File: config.mk
export PLATFORM = sky130hd
export DESIGN_NAME = char_lcd_4bit_expander_sequencer_unit
export DESIGN_NICKNAME = d
export VERILOG_FILES = /design/src/rtl/clcd_pkg.sv /design/src/rtl/clcd_ctrl.sv /design/src/rtl/clcd_dp.sv /design/src/rtl/char_lcd_4bit_expander_sequencer_unit.sv
export SDC_FILE = /design/constraint.sdc
export NUM_CORES = 1
export LEC_CHECK = 0
export BUFFER_PORTS_ARGS = -buffer_cell sky130_fd_sc_hd__buf_2
export CAP_MARGIN = 20
export CORE_ASPECT_RATIO = 2
export CORE_UTILIZATION = 49
export CTS_CLUSTER_DIAMETER = 30
export CTS_CLUSTER_SIZE = 16
export DETAILED_ROUTE_END_ITERATION = 12
export PLACE_DENSITY = 0.82
export SLEW_MARGIN = 20
export SYNTH_ARGS = -nofsm -noshare
export SYNTH_HDL_FRONTEND = slang
export SYNTH_SLANG_ARGS = --single-unit
export TNS_END_PERCENT = 20
File: constraint.sdc
create_clock -name clk -period 4.5 [get_ports clk]
set_input_delay 0 -clock clk [delete_from_list [all_inputs] [get_ports clk]]
set_output_delay 0 -clock clk [all_outputs]
set_load 0.02 [all_outputs]
File: src/rtl/clcd_pkg.sv
// ----------------------------------------------------------------------------
// clcd_pkg
// Types and constants for the 4-bit character LCD expander sequencer.
// ----------------------------------------------------------------------------
package clcd_pkg;

	typedef struct packed {
		logic [1:0] req_type;
		logic [7:0] data_byte;
		logic [5:0] column;
		logic [1:0] row;
	} req_t;

	typedef struct packed {
		logic [7:0]  expander_byte;
		logic        does_write;
		logic [15:0] wait_us;
		logic        last;
	} rsp_t;

	localparam logic [1:0] REQ_INIT   = 2'd0;
	localparam logic [1:0] REQ_CMD    = 2'd1;
	localparam logic [1:0] REQ_CHAR   = 2'd2;
	localparam logic [1:0] REQ_CURSOR = 2'd3;

	localparam logic [1:0] ROW_FIRST  = 2'd0;
	localparam logic [1:0] ROW_SECOND = 2'd1;

	localparam logic [7:0] ROW0_BASE = 8'h80;
	localparam logic [7:0] ROW1_BASE = 8'hC0;

	localparam logic [15:0] WAIT_POWER_UP = 16'd50000;
	localparam logic [15:0] WAIT_E_HIGH   = 16'd1;
	localparam logic [15:0] WAIT_E_LOW    = 16'd50;

	localparam logic [3:0] INIT_LAST_IDX = 4'd13;
	localparam logic [3:0] BYTE_LAST_IDX = 4'd1;

	// which result of a nibble the datapath should form
	typedef enum logic [1:0] {
		EMIT_WAIT = 2'd0,
		EMIT_EHI  = 2'd1,
		EMIT_ELO  = 2'd2
	} emit_kind_t;

	typedef struct packed {
		logic       load;
		logic       emit;
		emit_kind_t kind;
		logic       advance;
	} clcd_cmd_t;

	typedef struct packed {
		logic out_free;
		logic req_init;
		logic req_drop;
		logic last_nib;
	} clcd_sts_t;

	typedef struct packed {
		logic [3:0]  nib;
		logic [15:0] extra;
	} init_step_t;

	// Init nibble list: 3,3,3,2 then 0x28,0x08,0x01,0x06,0x0C high nibble first
	function automatic init_step_t init_step(input logic [3:0] idx);
		init_step_t s;
		s.extra = 16'd0;
		case (idx)
			4'd0: begin s.nib = 4'h3; s.extra = 16'd5000; end
			4'd1: begin s.nib = 4'h3; s.extra = 16'd150; end
			4'd2: begin s.nib = 4'h3; s.extra = 16'd150; end
			4'd3: begin s.nib = 4'h2; s.extra = 16'd150; end
			4'd4: s.nib = 4'h2;
			4'd5: s.nib = 4'h8;
			4'd6: s.nib = 4'h0;
			4'd7: s.nib = 4'h8;
			4'd8: s.nib = 4'h0;
			4'd9: begin s.nib = 4'h1; s.extra = 16'd2000; end
			4'd10: s.nib = 4'h0;
			4'd11: s.nib = 4'h6;
			4'd12: s.nib = 4'h0;
			4'd13: begin s.nib = 4'hC; s.extra = 16'd2000; end
			default: s.nib = 4'h0;
		endcase
		return s;
	endfunction

endpackage

File: src/rtl/clcd_ctrl.sv
// ----------------------------------------------------------------------------
// clcd_ctrl
// Sequencer state machine: issues the power-up wait of an init, steps through
// the E-high / E-low writes of each nibble and hands commands to the datapath.
// ----------------------------------------------------------------------------
module clcd_ctrl (
	input  logic               clk,
	input  logic               arst_n,
	input  logic               req_valid,
	output logic               req_ready,
	input  clcd_pkg::clcd_sts_t sts,
	output clcd_pkg::clcd_cmd_t cmd
);
	import clcd_pkg::*;

	typedef enum logic [3:0] {
		S_IDLE = 4'b0001,
		S_WAIT = 4'b0010,
		S_EHI  = 4'b0100,
		S_ELO  = 4'b1000
	} state_t;

	state_t state_q, state_d;

	always_comb begin
		state_d     = state_q;
		cmd.load    = 1'b0;
		cmd.emit    = 1'b0;
		cmd.kind    = EMIT_WAIT;
		cmd.advance = 1'b0;
		req_ready   = 1'b0;
		case (state_q)
			S_IDLE: begin
				req_ready = 1'b1;
				if (req_valid) begin
					cmd.load = 1'b1;
					if (sts.req_init)
						state_d = S_WAIT;
					else if (!sts.req_drop)
						state_d = S_EHI;
				end
			end
			S_WAIT: begin
				if (sts.out_free) begin
					cmd.emit = 1'b1;
					cmd.kind = EMIT_WAIT;
					state_d  = S_EHI;
				end
			end
			S_EHI: begin
				if (sts.out_free) begin
					cmd.emit = 1'b1;
					cmd.kind = EMIT_EHI;
					state_d  = S_ELO;
				end
			end
			S_ELO: begin
				if (sts.out_free) begin
					cmd.emit    = 1'b1;
					cmd.kind    = EMIT_ELO;
					cmd.advance = 1'b1;
					state_d     = sts.last_nib ? S_IDLE : S_EHI;
				end
			end
			default: state_d = S_IDLE;
		endcase
	end

	always_ff @(posedge clk or negedge arst_n) begin
		if (!arst_n)
			state_q <= S_IDLE;
		else
			state_q <= state_d;
	end

endmodule

File: src/rtl/clcd_dp.sv
// ----------------------------------------------------------------------------
// clcd_dp
// Datapath: request capture, nibble index, expander byte forming and the
// output register.
// ----------------------------------------------------------------------------
module clcd_dp (
	input  logic                clk,
	input  logic                arst_n,
	input  clcd_pkg::req_t      req_data,
	input  clcd_pkg::clcd_cmd_t cmd,
	output clcd_pkg::clcd_sts_t sts,
	output logic                rsp_valid,
	input  logic                rsp_ready,
	output clcd_pkg::rsp_t      rsp_data
);
	import clcd_pkg::*;

	logic [7:0]  byte_q;
	logic        rs_q;
	logic        init_q;
	logic [3:0]  idx_q;
	rsp_t        rsp_q;
	logic        rsp_valid_q;

	logic [7:0]  load_byte;
	init_step_t  istep;
	logic [3:0]  nib;
	logic [15:0] extra;
	logic [7:0]  base;
	rsp_t        rsp_d;

	assign base = (req_data.row == ROW_FIRST) ? ROW0_BASE : ROW1_BASE;
	// column is at most 63, so the sum never wraps
	assign load_byte = (req_data.req_type == REQ_CURSOR) ?
		base + {2'b00, req_data.column} : req_data.data_byte;

	assign sts.req_init = (req_data.req_type == REQ_INIT);
	assign sts.req_drop = (req_data.req_type == REQ_CURSOR) &&
		(req_data.row != ROW_FIRST) && (req_data.row != ROW_SECOND);
	assign sts.out_free = !rsp_valid_q || rsp_ready;
	assign sts.last_nib = init_q ? (idx_q == INIT_LAST_IDX) : (idx_q == BYTE_LAST_IDX);

	assign istep = init_step(idx_q);
	always_comb begin
		if (init_q) begin
			nib   = istep.nib;
			extra = istep.extra;
		end else begin
			nib   = idx_q[0] ? byte_q[3:0] : byte_q[7:4];
			extra = 16'd0;
		end
	end

	always_comb begin
		rsp_d.last = 1'b0;
		case (cmd.kind)
			EMIT_WAIT: begin
				rsp_d.expander_byte = 8'h00;
				rsp_d.does_write    = 1'b0;
				rsp_d.wait_us       = WAIT_POWER_UP;
			end
			EMIT_EHI: begin
				rsp_d.expander_byte = {nib, 1'b1, 1'b1, 1'b0, rs_q};
				rsp_d.does_write    = 1'b1;
				rsp_d.wait_us       = WAIT_E_HIGH;
			end
			EMIT_ELO: begin
				rsp_d.expander_byte = {nib, 1'b1, 1'b0, 1'b0, rs_q};
				rsp_d.does_write    = 1'b1;
				rsp_d.wait_us       = WAIT_E_LOW + extra;
				rsp_d.last          = sts.last_nib;
			end
			default: begin
				rsp_d.expander_byte = 8'h00;
				rsp_d.does_write    = 1'b0;
				rsp_d.wait_us       = 16'd0;
			end
		endcase
	end

	always_ff @(posedge clk) begin
		if (cmd.load) begin
			byte_q <= load_byte;
			rs_q   <= (req_data.req_type == REQ_CHAR);
			init_q <= (req_data.req_type == REQ_INIT);
			idx_q  <= 4'd0;
		end else if (cmd.advance) begin
			idx_q <= idx_q + 4'd1;
		end
		if (cmd.emit)
			rsp_q <= rsp_d;
	end

	always_ff @(posedge clk or negedge arst_n) begin
		if (!arst_n)
			rsp_valid_q <= 1'b0;
		else if (cmd.emit)
			rsp_valid_q <= 1'b1;
		else if (rsp_ready)
			rsp_valid_q <= 1'b0;
	end

	assign rsp_valid = rsp_valid_q;
	assign rsp_data  = rsp_q;

endmodule

File: src/rtl/char_lcd_4bit_expander_sequencer_unit.sv
// The first result of an accepted request is registered from S_EHI, or from
// S_WAIT for init, once the output is free. Throughput: one result per cycle
// while the output is taken; a command, character or valid-row cursor request
// gives 4 writes, init gives 29 results. A new request is taken only when idle.
// Reset: arst_n clears the sequencer state and the output valid; no results
// are pending after reset.
// ----------------------------------------------------------------------------
// char_lcd_4bit_expander_sequencer_unit
// Expands LCD requests into expander writes for a 4-bit HD44780-style bus.
// ----------------------------------------------------------------------------
module char_lcd_4bit_expander_sequencer_unit (
	input  logic           clk,
	input  logic           arst_n,
	input  logic           req_valid,
	output logic           req_ready,
	input  clcd_pkg::req_t req_data,
	output logic           rsp_valid,
	input  logic           rsp_ready,
	output clcd_pkg::rsp_t rsp_data
);
	import clcd_pkg::*;

	clcd_cmd_t cmd;
	clcd_sts_t sts;

	clcd_ctrl u_ctrl (
		.clk       (clk),
		.arst_n    (arst_n),
		.req_valid (req_valid),
		.req_ready (req_ready),
		.sts       (sts),
		.cmd       (cmd)
	);

	clcd_dp u_dp (
		.clk       (clk),
		.arst_n    (arst_n),
		.req_data  (req_data),
		.cmd       (cmd),
		.sts       (sts),
		.rsp_valid (rsp_valid),
		.rsp_ready (rsp_ready),
		.rsp_data  (rsp_data)
	);

endmodule

# Yosys cells after proc, flatten, opt, wreduce, memory -nomap -nowiden
# Cells that the tools add are included.
[totals]
elab_cells = 79
register_bits = 45
[classes]
eq_ne = 23
n_reduce_logical = 16
add_sub_neg = 3
muxes = 27
[op_table]
columns = ["operator", "n"]
rows = [
  ["$pmux W25 S3", 1],
  ["$pmux W13 S3", 1],
  ["$mux W4", 9],
  ["$pmux W4 S6", 1],
  ["$eq A4 B3 Y1 const B", 4],
  ["$eq A4 B4 Y1 const B", 4],
  ["$pmux W4 S4", 1],
  ["$add A6 B13 Y14 const A", 1],
  ["$mux W13", 1],
  ["$eq A4 B2 Y1 const B", 3],
  ["$mux W3", 3],
  ["$pmux W3 S3", 1],
  ["$add A8 B6 Y8", 1],
  ["$eq A4 B1 Y1 const B", 2],
  ["$mux W8", 1],
  ["$ne A2 B2 Y1 const B", 4],
  ["$mux W1", 7],
  ["$mux W7", 1],
  ["$eq A2 B2 Y1 const B", 3],
  ["$logic_not A2 Y1", 3],
  ["$reduce_or A2 Y1", 3],
  ["$reduce_or A3 Y1", 2],
  ["$reduce_and A5 Y1", 1],
  ["$add A4 B1 Y4 const B", 1],
  ["8 further kinds", 10],
]

# Logic depth before layout (Yosys ltp)
[logic_depth]
ltp_word = 7
mapped_depth = 8

# Cells and area by module
# From an unflattened synthesis, not the netlist that was laid out.
[hier_totals]
hier_cells = 196
hier_area_um2 = 2143.3
[by_module_without_submodules]
columns = ["module", "seq_area_each_um2", "n_inst", "area_each_um2", "cells_per_inst"]
rows = [
  ["clcd_dp", 975.9, 1, 1779.2, 152],
  ["clcd_ctrl", 101.3, 1, 364.1, 44],
]

# Least setup slack after synthesis
# Ideal clock, no wire load.
[synth_timing]
path_kind = "reg2reg"
start = "reg u_ctrl.state_q[3]"
end = "reg u_dp.rsp_q, in the netlist u_dp.rsp_data[0], enable pin"
path_slack_ns = 2.446
period_less_slack_ns = 2.054
path_stages_with_launch = 5
path_buffers = 1
arrival_time_ns = 1.658
required_time_ns = 4.103
path_cell_list = "dfrtp_1 buf_4 o21ai_0 o211ai_1 nor2_1"
[synth_lines]
columns = ["element", "line", "source"]
rows = [
  ["start: declaration", "clcd_ctrl.sv:23", "state_t state_q, state_d;"],
  ["start signal: assignment", "clcd_ctrl.sv:73", "state_q <= state_d;"],
  ["end signal: assignment", "clcd_dp.sv:91", "rsp_q <= rsp_d;"],
  ["end: declaration", "clcd_dp.sv:22", "rsp_t rsp_q;"],
]

# Worst setup path after layout
[layout_timing]
start = "reg u_ctrl.state_q[3]"
end = "reg u_dp.rsp_q, in the netlist u_dp.rsp_data[7] (data pin)"
[layout_between]
elab_chain_cells = 4
elab_cells_between_ends = 8
classes_between = "eq/ne: 5; mux: 2; reduce/logical: 1"
[layout_lines]
columns = ["element", "line", "source"]
rows = [
  ["$eq A4 B4 Y1 (tied with other cells)", "clcd_ctrl.sv:32", "case (state_q)"],
  ["$pmux W3 S3 *", "clcd_ctrl.sv:32", ""],
  ["$eq A2 B2 Y1 (tied with other cells)", "clcd_dp.sv:56", "case (cmd.kind)"],
  ["$pmux W25 S3 *", "clcd_dp.sv:56", ""],
]
# Mark *: on every way between the ends. The rest lies on a longest branch, timed or not.
# A chain may end at the register's enable or synchronous reset.

==> impl_metrics.csv <==
group,metric,value,unit
pwr,p_per_area,461,mW/mm²
floorplan,ios,50,
setup_path,cpMostUsedCell,"inv_1",
yosys,syn_avg_cell_area,11.0,µm²
yosys,synth_ff_type,"edfxtp_1",
grt,antenna_found_initial,0,
timing,finalSetupViolations,0,
finish,final_util,59.6,%
grt,track_usage,18.1,%
drt,avgViaCountPerCell,5.14,
timing,fmax,463,MHz
placement,place_ws,2.35,ns
clock_tree,cts_tree,"yes",
pwr,p_leak,1.00,nW
floorplan,die_x,48.2,µm
grt,grt_pass1_vias,1411,
timing,tns,0,ns
setup_path,cp_cell_sequence,"nor4b_4 > nand2_1 > inv_1 > ha_1 > nand2b_1 > inv_1 > a31o_2",
floorplan,start_util,51.2,%
clock_tree,holdBufCountCts,2,
yosys,seq_area_frac_synth,52.9,%
setup_path,worstSetupEndpointType,"flip-flop",
pwr,peakVddDrop,0.296,mV
timing,timing_hold_violations_final,0,
drt,wl_per_cell,12.2,µm
yosys,synth-edff-count,30,
finish,drive_above_1_share,28.7,%
min_path,hold_start,"req_data[14]",
finish,stdcell_count,289,
setup_path,worstPathMaxFanout,10,
clock_tree,clock_path_buffers,2,
drt,drc,0,
yosys,syn-instance-count,190,
yosys,yosys_register_bits,39,
clock_tree,h-tree-depth,2,
floorplan,core_area,0.00409,mm²
setup_path,critPathKind,"reg -> reg",
timing,rsz0062_at_grt,"no",
clock_tree,clk_latency,0.29,ns
yosys,yosysWarnings,0,
finish,fin_nets,268,
drt,dr.pass1.iters,4,
floorplan,die_h,94.4,µm
pwr,total_power,1.12,mW
yosys,yosysUniqueCellTypes,49,
finish,final_cell_area,0.00244,mm²
timing,period_needed,2.16,ns
drt,drt_iter0_markers,22,
timing,fin_ws,2.34,ns
setup_path,worstSetupStartpointType,"flip-flop",
drt,wirelength,3540,µm
drt,dr_total_vias,1485,
clock_tree,ctsResizeCount,0,
setup_path,reg2reg_slack,2.34,ns
yosys,syn-cell-area,0.00209,mm²
timing,fin_crit_sh,48.0,%
floorplan,die-area,0.00455,mm²
clock_tree,cts.sinks,39,
timing,finalClockSkew,0.00902,ns
yosys,async_reset_ff_share,12.8,%
job,maxCapViolations,0,
drt,antenna_left,0,
placement,port_buffers,46,
placement,place_area,0.00231,mm²
timing,drv_slew,0,
setup_path,critical-path-max-stage-delay,0.54,ns
grt,grt_pass1_wl,5870,µm
min_path,hold_class,"in -> reg",
clock_tree,clkTransAtPathRegs,0.07,ns
grt,grt.overflow.total,0,
timing,final.hold.worst_slack,0.0101,ns
finish,syn_to_final_growth,16.5,%
setup_path,critPathArrivalTime,2.20,ns
clock_tree,cts_root_buf,"clkbuf_8",
placement,dp.cells,279,
setup_path,critPathSlowestCell,"dfrtp_1",
placement,dp_hpwl,2710,µm
grt,grt_start_max_net_pins,21,
floorplan,rows,33,
run_status,status,"complete, no violations",
placement,routabilityCongestion,0.862,
clock_tree,cts_buffers,5,
setup_path,required,4.54,ns
clock_tree,post_cts_buffers,0,
finish,antenna_cells,0,
setup_path,r2r_start,"u_ctrl.state_q[3]",
setup_path,crit_start,"u_ctrl.state_q[3]",
[layer usage]
metal / global-route usage, % / vias to the layer above / part of all wire, %
met5: 0 / - / 0
met4: 10.2 / 0 / 3.3
met3: 4.02 / 10 / 3.9
met2: 31.2 / 48 / 57
met1: 18.4 / 684 / 36
li1: - / 743 / -
[power breakdown]
part           internal [mW]  switching (mW)
clock network          0.166           0.115
registers              0.475          0.0530
logic                  0.120           0.194
total                  0.761           0.362
[cell usage after synthesis, types with 5 or more instances]
| master | count | area share [%] |
|---|---|---|
| edfxtp_1 | 30 | 43 |
| nor2_1 | 22 | 3.9 |
| nand2_1 | 14 | 2.5 |
| inv_1 | 11 | 2.0 |
| ha_1 | 10 | 6.0 |
| o21ai_0 | 10 | 2.4 |
| a21oi_1 | 8 | 1.9 |
| buf_4 | 8 | 2.9 |
| mux2_2 | 6 | 3.2 |
| nor2b_1 | 6 | 1.8 |
| nand2b_1 | 5 | 1.5 |
| nand3_1 | 5 | 1.2 |
[sequential cells by signal, indices dropped and copies added, names as in the netlist]
name	count
u_dp.init_q	1
u_dp.rsp_valid	1
u_dp.rs_q	1
u_dp.rsp_data	20
u_dp.byte_q	8
u_dp.idx_q	4
u_ctrl.state_q	4
[path summary, 6_finish.rpt]
check                                          to  cells after the start
worst max-delay path             u_dp.rsp_data[7]                      7
worst min-delay path               u_dp.byte_q[6]                      3
worst max register to register   u_dp.rsp_data[7]                      7
worst min register to register      u_dp.idx_q[1]                      2
max in group asynchronous       u_ctrl.state_q[0]                      2
min in group asynchronous          u_dp.rsp_valid                      2
[layout by cell type (no fill, tap or decap), types with 5 or more instances in the layout]
master    netlist  layout
nand3_1         5       5
edfxtp_1       30      30
nand2_1        14      14
a21oi_1         8       8
clkbuf_8        0       5
nand2b_1        5       5
o21ai_0        10      10
buf_2           1      46
mux2_2          6       6
nor2b_1         6       6
nor2_1         22      22
ha_1           10      10
inv_1          11      11
[worst max-delay path: cells and delay by family, from the launching register on]
kind	cells	cell delay, ns
buf+inv	2	0.19
fa+ha+maj	1	0.23
simple gates	3	0.74
compound gates	1	0.21
flops	1	0.54
[cell type report]
type / count / area, µm²
clock buffer: 7 / 76.3
sequential: 39 / 1110
fill: 359 / 1650
multi-input combinational: 129 / 856
timing repair buffer: 49 / 258
inverter: 12 / 45.0
clock inverter: 1 / 30.0
tap: 52 / 65.1
[logic make-up (layout without fill, tap and decap cells)]
family	count (synthesis)	after routing	share of synthesized area [%]
AO/OA/AOI/OAI	34	34	10.3
XOR/XNOR	5	5	2.09
adder cells (fa/ha/maj)	10	10	5.98
buffers and inverters	25	69	6.70
flip-flops	39	39	52.9
multiplexers	8	8	4.19
other	1	4	0.179
AND/OR/NAND/NOR	68	68	17.6
Note: power is estimated with default switching activity, not from simulation.
